[config.mk]
export PLATFORM = sky130hd
export DESIGN_NAME = sliding_window_median
export DESIGN_NICKNAME = d
export VERILOG_FILES = /design/src/rtl/core/swm_pkg.sv /design/src/rtl/core/swm_ctrl.sv /design/src/rtl/core/swm_dpath.sv /design/src/rtl/core/sliding_window_median.sv
export SDC_FILE = /design/constraint.sdc
export NUM_CORES = 2
export LEC_CHECK = 0
export ABC_AREA = 1
export BUFFER_PORTS_ARGS = -buffer_cell sky130_fd_sc_hd__buf_2
export CORE_ASPECT_RATIO = 1.25
export CORE_MARGIN = 4
export CORE_UTILIZATION = 42
export DETAILED_ROUTE_END_ITERATION = 6
export HOLD_SLACK_MARGIN = 0.02
export SETUP_SLACK_MARGIN = 0.15
export SLEW_MARGIN = 10
export SYNTH_ARGS = -nofsm -noshare
export SYNTH_HDL_FRONTEND = slang
export SYNTH_SLANG_ARGS = --single-unit
[constraint.sdc]
create_clock -name clock -period 10.2 [get_ports clock]
set_clock_uncertainty 0.05 [all_clocks]
set_input_delay 0.51 -clock clock [delete_from_list [all_inputs] [get_ports clock]]
set_output_delay 0.51 -clock clock [all_outputs]
set_load 0.01 [all_outputs]
[src/rtl/core/swm_pkg.sv]
// Shared types and constants for the sliding window median block.
`timescale 1ns / 1ps

package swm_pkg;

   localparam int WS_BITS = 7;
   localparam int SUM_BITS = 48;
   localparam int CSR_ADDR_BITS = 3;
   localparam int CSR_DATA_BITS = 32;

   localparam logic [SUM_BITS-1:0] SUM_MAX = {SUM_BITS{1'b1}};
   localparam logic [WS_BITS-1:0] WS_RESET = 7'd1;

   // register index as seen on csr_paddr[2]
   localparam logic CSR_IDX_WINDOW_SIZE = 1'b0;

   typedef struct packed {
      logic load;      // latch sample, window size and trimmed count/pointer
      logic rem_init;  // read oldest sample from history, arm removal scan
      logic rem_step;  // one step of the removal scan
      logic ins_init;  // fix count after removal, arm insertion scan
      logic ins_step;  // one step of the insertion scan
      logic med_rd;    // read the median slot
      logic emit;      // load result register and, when the window is full, update the sum
   } swm_cmd_type;

   typedef struct packed {
      logic win_full;  // count equals window size
      logic rem_done;  // removal scan has passed the last entry
      logic ins_done;  // insertion slot found this cycle
      logic out_free;  // result register can take a word
   } swm_status_type;

endpackage

[src/rtl/core/swm_ctrl.sv]
// Sequencer for the sliding window median: issues datapath commands per word.
`timescale 1ns / 1ps

module swm_ctrl
   import swm_pkg::*;
(
   input  logic           clock,
   input  logic           reset,
   input  logic           req_valid,
   output logic           req_ready,
   input  swm_status_type st,
   output swm_cmd_type    cmd
);

   localparam logic [2:0] S_IDLE     = 3'd0;
   localparam logic [2:0] S_START    = 3'd1;
   localparam logic [2:0] S_REM      = 3'd2;
   localparam logic [2:0] S_INS_INIT = 3'd3;
   localparam logic [2:0] S_INS      = 3'd4;
   localparam logic [2:0] S_MED      = 3'd5;
   localparam logic [2:0] S_OUT      = 3'd6;

   logic [2:0] state_ff;
   logic [2:0] state_in;

   always_comb begin
      state_in  = state_ff;
      cmd       = '0;
      req_ready = 1'b0;
      unique case (state_ff)
         S_IDLE: begin
            req_ready = 1'b1;
            if (req_valid) begin
               cmd.load = 1'b1;
               state_in = S_START;
            end
         end
         S_START: begin
            if (st.win_full) begin
               cmd.rem_init = 1'b1;
               state_in     = S_REM;
            end else begin
               cmd.ins_init = 1'b1;
               state_in     = S_INS;
            end
         end
         S_REM: begin
            if (st.rem_done) begin
               state_in = S_INS_INIT;
            end else begin
               cmd.rem_step = 1'b1;
            end
         end
         S_INS_INIT: begin
            cmd.ins_init = 1'b1;
            state_in     = S_INS;
         end
         S_INS: begin
            cmd.ins_step = 1'b1;
            if (st.ins_done) begin
               state_in = S_MED;
            end
         end
         S_MED: begin
            cmd.med_rd = 1'b1;
            state_in   = S_OUT;
         end
         S_OUT: begin
            if (st.out_free) begin
               cmd.emit = 1'b1;
               state_in = S_IDLE;
            end
         end
         default: begin
            state_in = S_IDLE;
         end
      endcase
   end

   always_ff @(posedge clock) begin
      if (reset) begin
         state_ff <= S_IDLE;
      end else begin
         state_ff <= state_in;
      end
   end

endmodule

[src/rtl/core/swm_dpath.sv]
// Datapath for the sliding window median: history and sorted memories, scans, sum.
`timescale 1ns / 1ps

module swm_dpath
   import swm_pkg::*;
#(
   parameter int MAX_WINDOW = 64,
   parameter int SAMPLE_BITS = 16
) (
   input  logic                   clock,
   input  logic                   reset,
   input  swm_cmd_type            cmd,
   output swm_status_type         st,
   input  logic [WS_BITS-1:0]     win_size,
   input  logic                   cfg_clear,
   input  logic [SAMPLE_BITS-1:0] req_sample,
   input  logic                   rsp_ready,
   output logic                   rsp_valid,
   output logic [SAMPLE_BITS-1:0] rsp_median,
   output logic                   rsp_full,
   output logic [SUM_BITS-1:0]    rsp_sum
);

   localparam int IW = (MAX_WINDOW > 1) ? $clog2(MAX_WINDOW) : 1;
   localparam int CW = $clog2(MAX_WINDOW + 1);
   localparam int SUM_WIDE = SUM_BITS + 1;

   logic [SAMPLE_BITS-1:0] sort_mem [MAX_WINDOW];
   logic [SAMPLE_BITS-1:0] hist_mem [MAX_WINDOW];

   logic                   sort_re, sort_we, hist_re, hist_we;
   logic [IW-1:0]          sort_ra, sort_wa;
   logic [SAMPLE_BITS-1:0] sort_wd;
   logic [SAMPLE_BITS-1:0] sort_q_ff, hist_q_ff;

   logic [SAMPLE_BITS-1:0] sample_ff, sample_in;
   logic [CW-1:0]          k_ff, k_in;
   logic [CW-1:0]          n_ff, n_in;
   logic [CW-1:0]          fill_ff, fill_in;
   logic [IW-1:0]          ptr_ff, ptr_in;
   logic [CW-1:0]          ra_ff, ra_in;
   logic [IW-1:0]          pa_ff, pa_in;
   logic                   pv_ff, pv_in;
   logic                   found_ff, found_in;
   logic [SUM_BITS-1:0]    sum_ff, sum_in;

   logic                   rsp_valid_ff, rsp_valid_in;
   logic [SAMPLE_BITS-1:0] rsp_med_ff, rsp_med_in;
   logic                   rsp_full_ff, rsp_full_in;
   logic [SUM_BITS-1:0]    rsp_sum_ff, rsp_sum_in;

   logic [CW-1:0]          k_eff;
   logic [CW-1:0]          mid;
   logic [CW-1:0]          ptr_next;
   logic [CW-1:0]          n_trim;
   logic                   ins_stop;
   logic [SUM_WIDE-1:0]    sum_wide;

   // window size zero means one, sizes above the array depth saturate
   always_comb begin
      if (win_size == '0) begin
         k_eff = CW'(1);
      end else if (32'(win_size) > 32'(MAX_WINDOW)) begin
         k_eff = CW'(MAX_WINDOW);
      end else begin
         k_eff = CW'(win_size);
      end
   end

   assign mid      = (k_ff - 1'b1) >> 1;
   assign ptr_next = CW'(ptr_ff) + 1'b1;
   assign n_trim   = found_ff ? (n_ff - 1'b1) : n_ff;
   assign ins_stop = pv_ff ? !(sort_q_ff > sample_ff) : (ra_ff == '0);
   assign sum_wide = {1'b0, sum_ff} + SUM_WIDE'(sort_q_ff);

   assign st.win_full = (n_ff == k_ff);
   assign st.rem_done = (ra_ff == n_ff) && !pv_ff;
   assign st.ins_done = ins_stop;
   assign st.out_free = !rsp_valid_ff || rsp_ready;

   always_comb begin
      sample_in    = sample_ff;
      k_in         = k_ff;
      n_in         = n_ff;
      fill_in      = fill_ff;
      ptr_in       = ptr_ff;
      ra_in        = ra_ff;
      pa_in        = pa_ff;
      pv_in        = pv_ff;
      found_in     = found_ff;
      sum_in       = sum_ff;
      rsp_valid_in = rsp_valid_ff && !rsp_ready;
      rsp_med_in   = rsp_med_ff;
      rsp_full_in  = rsp_full_ff;
      rsp_sum_in   = rsp_sum_ff;
      sort_re      = 1'b0;
      sort_ra      = '0;
      sort_we      = 1'b0;
      sort_wa      = '0;
      sort_wd      = '0;
      hist_re      = 1'b0;
      hist_we      = 1'b0;

      if (cfg_clear) begin
         fill_in = '0;
         ptr_in  = '0;
      end

      if (cmd.load) begin
         sample_in = req_sample;
         k_in      = k_eff;
         n_in      = (fill_ff > k_eff) ? k_eff : fill_ff;
         ptr_in    = (CW'(ptr_ff) >= k_eff) ? '0 : ptr_ff;
         found_in  = 1'b0;
      end

      if (cmd.rem_init) begin
         hist_re  = 1'b1;
         ra_in    = '0;
         pv_in    = 1'b0;
         found_in = 1'b0;
      end

      // upward scan: drop the first match, pull later entries down one slot
      if (cmd.rem_step) begin
         if (ra_ff < n_ff) begin
            sort_re = 1'b1;
            sort_ra = ra_ff[IW-1:0];
            pa_in   = ra_ff[IW-1:0];
            pv_in   = 1'b1;
            ra_in   = ra_ff + 1'b1;
         end else begin
            pv_in = 1'b0;
         end
         if (pv_ff) begin
            if (found_ff) begin
               sort_we = 1'b1;
               sort_wa = pa_ff - 1'b1;
               sort_wd = sort_q_ff;
            end else if (sort_q_ff == hist_q_ff) begin
               found_in = 1'b1;
            end
         end
      end

      if (cmd.ins_init) begin
         n_in  = n_trim;
         ra_in = n_trim;
         pv_in = 1'b0;
      end

      // downward scan: push larger entries up one slot until the gap fits
      if (cmd.ins_step) begin
         if (pv_ff) begin
            sort_we = 1'b1;
            sort_wa = pa_ff + 1'b1;
            sort_wd = ins_stop ? sample_ff : sort_q_ff;
         end else if (ins_stop) begin
            sort_we = 1'b1;
            sort_wa = '0;
            sort_wd = sample_ff;
         end
         if (!ins_stop && (ra_ff != '0)) begin
            sort_re = 1'b1;
            sort_ra = IW'(ra_ff - 1'b1);
            pa_in   = IW'(ra_ff - 1'b1);
            pv_in   = 1'b1;
            ra_in   = ra_ff - 1'b1;
         end else begin
            pv_in = 1'b0;
         end
         if (ins_stop) begin
            n_in    = n_ff + 1'b1;
            fill_in = n_ff + 1'b1;
            hist_we = 1'b1;
            ptr_in  = (ptr_next >= k_ff) ? '0 : ptr_next[IW-1:0];
         end
      end

      if (cmd.med_rd) begin
         sort_re = 1'b1;
         sort_ra = mid[IW-1:0];
      end

      if (cmd.emit) begin
         rsp_valid_in = 1'b1;
         rsp_full_in  = st.win_full;
         if (st.win_full) begin
            rsp_med_in = sort_q_ff;
            sum_in     = sum_wide[SUM_BITS] ? SUM_MAX : sum_wide[SUM_BITS-1:0];
            rsp_sum_in = sum_wide[SUM_BITS] ? SUM_MAX : sum_wide[SUM_BITS-1:0];
         end else begin
            rsp_med_in = '0;
            rsp_sum_in = sum_ff;
         end
      end
   end

   always_ff @(posedge clock) begin
      if (sort_we) begin
         sort_mem[sort_wa] <= sort_wd;
      end
      if (sort_re) begin
         sort_q_ff <= sort_mem[sort_ra];
      end
   end

   always_ff @(posedge clock) begin
      if (hist_we) begin
         hist_mem[ptr_ff] <= sample_ff;
      end
      if (hist_re) begin
         hist_q_ff <= hist_mem[ptr_ff];
      end
   end

   always_ff @(posedge clock) begin
      if (reset) begin
         fill_ff      <= '0;
         ptr_ff       <= '0;
         sum_ff       <= '0;
         pv_ff        <= 1'b0;
         found_ff     <= 1'b0;
         rsp_valid_ff <= 1'b0;
      end else begin
         fill_ff      <= fill_in;
         ptr_ff       <= ptr_in;
         sum_ff       <= sum_in;
         pv_ff        <= pv_in;
         found_ff     <= found_in;
         rsp_valid_ff <= rsp_valid_in;
      end
   end

   always_ff @(posedge clock) begin
      sample_ff   <= sample_in;
      k_ff        <= k_in;
      n_ff        <= n_in;
      ra_ff       <= ra_in;
      pa_ff       <= pa_in;
      rsp_med_ff  <= rsp_med_in;
      rsp_full_ff <= rsp_full_in;
      rsp_sum_ff  <= rsp_sum_in;
   end

   assign rsp_valid  = rsp_valid_ff;
   assign rsp_median = rsp_med_ff;
   assign rsp_full   = rsp_full_ff;
   assign rsp_sum    = rsp_sum_ff;

endmodule

[src/rtl/core/sliding_window_median.sv]
// Top level of the sliding window median filter: CSR port, sequencer and datapath.
//
//  channel | direction | handshake            | contents
//  --------+-----------+----------------------+---------------------------------------
//  req     | in        | req_tvalid/tready    | tdata: sample
//  rsp     | out       | rsp_tvalid/tready    | tdata: median, median_sum; tuser: full
//  csr     | in        | APB, pready tied high| reg 0 window_size (7 bits, reset 1)
//
// Per word: the sequencer scans the sorted memory through its single read port,
//   once to drop the oldest sample when the window is full and once to insert
//   the new one, and then waits while the result register is still held by
//   rsp_tready low.
// Reset clears the window count, ring pointer, median sum and result valid flag.
// A new word is taken while an earlier result still waits in the result
//   register; a stalled rsp side holds the sequencer in its last state only.
// A write to window_size empties the window but keeps the median sum.
`timescale 1ns / 1ps

module sliding_window_median
   import swm_pkg::*;
#(
   parameter int MAX_WINDOW = 64,
   parameter int SAMPLE_BITS = 16
) (
   input  logic                     clock,
   input  logic                     reset,
   // tdata: sample [SAMPLE_BITS-1:0], zero padding above
   input  logic                     req_tvalid,
   output logic                     req_tready,
   input  logic [((SAMPLE_BITS + 7) / 8) * 8 - 1:0] req_tdata,
   // tdata: median [SAMPLE_BITS-1:0], median_sum [SAMPLE_BITS+47:SAMPLE_BITS], zero pad
   output logic                     rsp_tvalid,
   input  logic                     rsp_tready,
   output logic [((SAMPLE_BITS + SUM_BITS + 7) / 8) * 8 - 1:0] rsp_tdata,
   // tuser: window_full
   output logic                     rsp_tuser,
   input  logic                     csr_psel,
   input  logic                     csr_penable,
   input  logic                     csr_pwrite,
   input  logic [CSR_ADDR_BITS-1:0] csr_paddr,
   input  logic [CSR_DATA_BITS-1:0] csr_pwdata,
   output logic [CSR_DATA_BITS-1:0] csr_prdata,
   output logic                     csr_pready
);

   localparam int OUT_W = ((SAMPLE_BITS + SUM_BITS + 7) / 8) * 8;

   swm_cmd_type            cmd;
   swm_status_type         st;
   logic [WS_BITS-1:0]     win_size_ff, win_size_in;
   logic                   cfg_wr;
   logic [SAMPLE_BITS-1:0] rsp_median;
   logic [SUM_BITS-1:0]    rsp_sum;

   // register writes land on the access phase; word address from paddr[2]
   assign csr_pready = 1'b1;
   assign cfg_wr = csr_psel && csr_penable && csr_pwrite && csr_pready &&
                   (csr_paddr[2] == CSR_IDX_WINDOW_SIZE);
   assign win_size_in = cfg_wr ? csr_pwdata[WS_BITS-1:0] : win_size_ff;

   always_ff @(posedge clock) begin
      if (reset) begin
         win_size_ff <= WS_RESET;
      end else begin
         win_size_ff <= win_size_in;
      end
   end

   always_comb begin
      csr_prdata = '0;
      if (csr_paddr[2] == CSR_IDX_WINDOW_SIZE) begin
         csr_prdata = CSR_DATA_BITS'(win_size_ff);
      end
   end

   swm_ctrl u_ctrl (
      .clock     (clock),
      .reset     (reset),
      .req_valid (req_tvalid),
      .req_ready (req_tready),
      .st        (st),
      .cmd       (cmd)
   );

   swm_dpath #(
      .MAX_WINDOW  (MAX_WINDOW),
      .SAMPLE_BITS (SAMPLE_BITS)
   ) u_dpath (
      .clock      (clock),
      .reset      (reset),
      .cmd        (cmd),
      .st         (st),
      .win_size   (win_size_ff),
      .cfg_clear  (cfg_wr),
      .req_sample (req_tdata[SAMPLE_BITS-1:0]),
      .rsp_ready  (rsp_tready),
      .rsp_valid  (rsp_tvalid),
      .rsp_median (rsp_median),
      .rsp_full   (rsp_tuser),
      .rsp_sum    (rsp_sum)
   );

   // median in the low bits, saturating sum above it
   assign rsp_tdata = OUT_W'({rsp_sum, rsp_median});

endmodule
==> flow_summary.json <==
{
  "timing.setup.tns_ns": 0,
  "ys_ff_latch": 2262,
  "fmax_mhz": 153,
  "critPathKind": "reg2reg",
  "worstSetupStartpointType": "register",
  "grt_setup_unrepaired": "no",
  "ios": 158,
  "wl_per_cell_um": 24.2,
  "synthArstFlopShare": 0,
  "crit_fanout": 74,
  "place_congestion": 0.884,
  "finalMaxSlewViolations": 0,
  "hpwl_um": 151000,
  "initial_core_util": 0.422,
  "synth_seq_area_share": 0.711,
  "grt_overflow": 0,
  "power.density_mw_per_mm2": 222,
  "synth-main-ff-cell": "edfxtp_1",
  "antenna_found_initial": 3,
  "p_leak_nw": 38.1,
  "dr.pass1.iters": 5,
  "status": "finished, final reports clean",
  "grt_pass1_vias": 58900,
  "nets": 8029,
  "viasPerCell": 5.59,
  "grt_max_degree": 163,
  "core_mm2": 0.223,
  "grt_first_pass_wirelength_um": 389000,
  "cts_buffer_depth": 4,
  "clockRootBuffer": "clkbuf_16",
  "routed_wl_um": 267000,
  "min_path_type": "in2reg",
  "drive_gt1_frac": 0.0900,
  "critical_path.endpoint_type": "register",
  "route.vias.total": 61500,
  "grt.total_usage": 0.223,
  "h-tree-depth": 4,
  "io_buffer_count": 104,
  "die_x_um": 432,
  "timing_hold_violations_final": 0,
  "post-route-period-util": 0.640,
  "fillers": 19500,
  "tightest_slew_ns": 1.10,
  "syn_area_mm2": 0.0942,
  "clk_latency_ns": 0.87,
  "drt_iter0_drc": 6128,
  "worstPathRequired_ns": 10.69,
  "setup_viol": 0,
  "avgSynthCellArea_um2": 12.1,
  "drcViolationCount": 0,
  "synthDistinctLibCells": 59,
  "postCtsSetupBuffers": 0,
  "ant_nets": 0,
  "total_power_w": 0.0235,
  "max_cap_viol_count": 0,
  "fin_crit_ns": 6.53,
  "yosys_warnings": 0,
  "peakVddDrop_mv": 0.161,
  "area_delta_synth_final_pct": 12.4,
  "synth_edf_count": 2168,
  "fp.dieArea_mm2": 0.232,
  "cp.arrival_ns": 7.02,
  "synthCells": 7769,
  "clk_pin_slew_worst_paths_ns": 0.07,
  "cts_num_sinks": 2262,
  "cts_tree": "built",
  "slew_headroom": 0.261,
  "rows": 194,
  "die_y_um": 537,
  "cts_buffers": 224
}
-- flip-flops by register name, indices dropped and copies added (netlist names), 16 cells and up --
register,flops
u_dpath.hist_mem,1024
u_dpath.hist_q_ff,16
u_dpath.rsp_median,16
u_dpath.rsp_sum,48
u_dpath.sample_ff,16
u_dpath.sort_mem,1024
u_dpath.sort_q_ff,16
u_dpath.sum_ff,48
-- layout make-up --
type                            count  area, um2  share of cell area
Antenna cell                        2       5.00           0.0000473
Clock buffer                      278       5890              0.0556
Clock inverter                    119       1190              0.0112
Inverter                          673       2530              0.0239
Multi-Input combinational cell   4392      23000               0.217
Sequential cell                  2262      67000               0.633
Tap cell                         2940       3680              0.0347
Timing Repair Buffer              350       2570              0.0243
-- cell usage in the layout (no fill, tap or decap), types with 8 or more instances in the layout --
cell type,netlist,layout
edfxtp_1,2168,2168
nand2_1,1559,1558
nand3_1,1167,1167
inv_1,652,651
nor2_1,324,306
clkbuf_16,0,226
nand3b_1,211,211
buf_4,31,208
o21ai_0,165,151
a221oi_1,147,147
a22oi_1,145,145
nand4_1,133,133
a21oi_1,106,106
a22o_1,106,106
buf_2,188,104
dfxtp_1,94,94
ha_1,67,67
clkinv_1,7,51
clkbuf_1,198,48
clkinv_2,0,41
xor2_1,36,36
nor3_1,42,34
dlygate4sd3_1,0,27
conb_1,2,26
bufinv_16,0,23
a211oi_1,21,21
xnor2_1,20,20
o22ai_1,21,19
nor2_2,3,17
o21ai_4,0,16
inv_2,14,13
or2_2,11,11
buf_12,0,11
a31oi_1,10,10
nor3_2,2,10
nor4_1,9,8
o21a_1,8,8
-- final timing paths --
check	from	endpoint	slack, ns	cells past startpoint
max	u_dpath.sample_ff[15]	u_dpath.sort_q_ff[4]	3.67	24
min	reset	u_ctrl.state_ff[0]	0.23	3
max reg2reg	u_dpath.sample_ff[15]	u_dpath.sort_q_ff[4]	3.67	24
min reg2reg	u_dpath.fill_ff[0]	u_dpath.fill_ff[0]	0.44	2
-- critical path: stages, from the launching register on --
cell and delay [ns]:
edfxtp_1 0.33, buf_4 0.55, inv_1 0.30, ha_1 0.39, nand2_1 0.07, nor2_1 0.13, nand2_1 0.08, inv_1 0.06
nand2_1 0.05, nand2_1 0.05, nand2_1 0.09, nand2_4 0.23, nand3_4 0.19, inv_2 0.20, nand2_1 0.11, nand2_1 0.13
nand2_4 0.05, buf_4 0.35, inv_6 0.61, buf_4 0.95, nand3_1 0.37, nand3_1 0.16, nand3_1 0.16, nand3_1 0.16
nand2_1 0.14
-- power by group --
part	internal, W	total (W)	switching (W)
registers	0.0108	0.0110	0.000150
clock network	0.00465	0.00809	0.00344
logic	0.00111	0.00450	0.00339
-- logic make-up after synthesis --
family	synth area share
buffers and inverters	0.0494
adder cells (fa/ha/maj)	0.00911
AND/OR/NAND/NOR	0.168
other	0.0000797
XOR/XNOR	0.00521
AO/OA/AOI/OAI	0.0570
flip-flops	0.711
-- synth_stat cells (all sizes together) (36+ instances only) --
library cell | instances | area (um2)
o21ai | 173 | 881
a22o | 106 | 928
edfxtp | 2168 | 65100
dfxtp | 94 | 1880
nand3b | 211 | 1580
inv | 666 | 2500
nand3 | 1170 | 5880
nor2 | 329 | 1260
nand2 | 1565 | 5900
a22oi | 145 | 1090
a221oi | 147 | 1290
buf | 268 | 1380
ha | 67 | 838
clkbuf | 198 | 743
a21oi | 107 | 539
xor2 | 36 | 315
nand4 | 133 | 832
nor3 | 44 | 230
-- timing repair --
item                                   CTS  global route
endpoints found under the hold margin   27             0
gates resized for setup                  0             0
hold buffers                            27             0
-- per-layer routing --
metal | GRT usage | share of wire | vias to the layer above | routed length (um)
met5 | 0 | 0 | - | 0
met4 | 0.108 | 0.053 | 0 | 14100
met3 | 0.0324 | 0.067 | 551 | 17900
met2 | 0.383 | 0.50 | 2302 | 133000
met1 | 0.279 | 0.38 | 30600 | 102000
li1 | - | - | 28100 | -
-- through the flow --
stage | utilization | instances | area, um2 | hold slack [ns] | setup slack [ns]
after global routing | 0.474 | 11000 | 106000 | 0.204 | 3.28
after CTS | 0.474 | 11000 | 106000 | 0.171 | 3.72
final | 0.474 | 11000 | 106000 | 0.230 | 3.67
after detailed placement | 0.441 | 10600 | 98500 | 0.428 | 3.73
after floorplan | - | 7793 | 94300 | 0.403 | 4.70
after global placement | 0.441 | 10600 | 98500 | 0.423 | 3.77
Power figures use the tool's default switching activity.
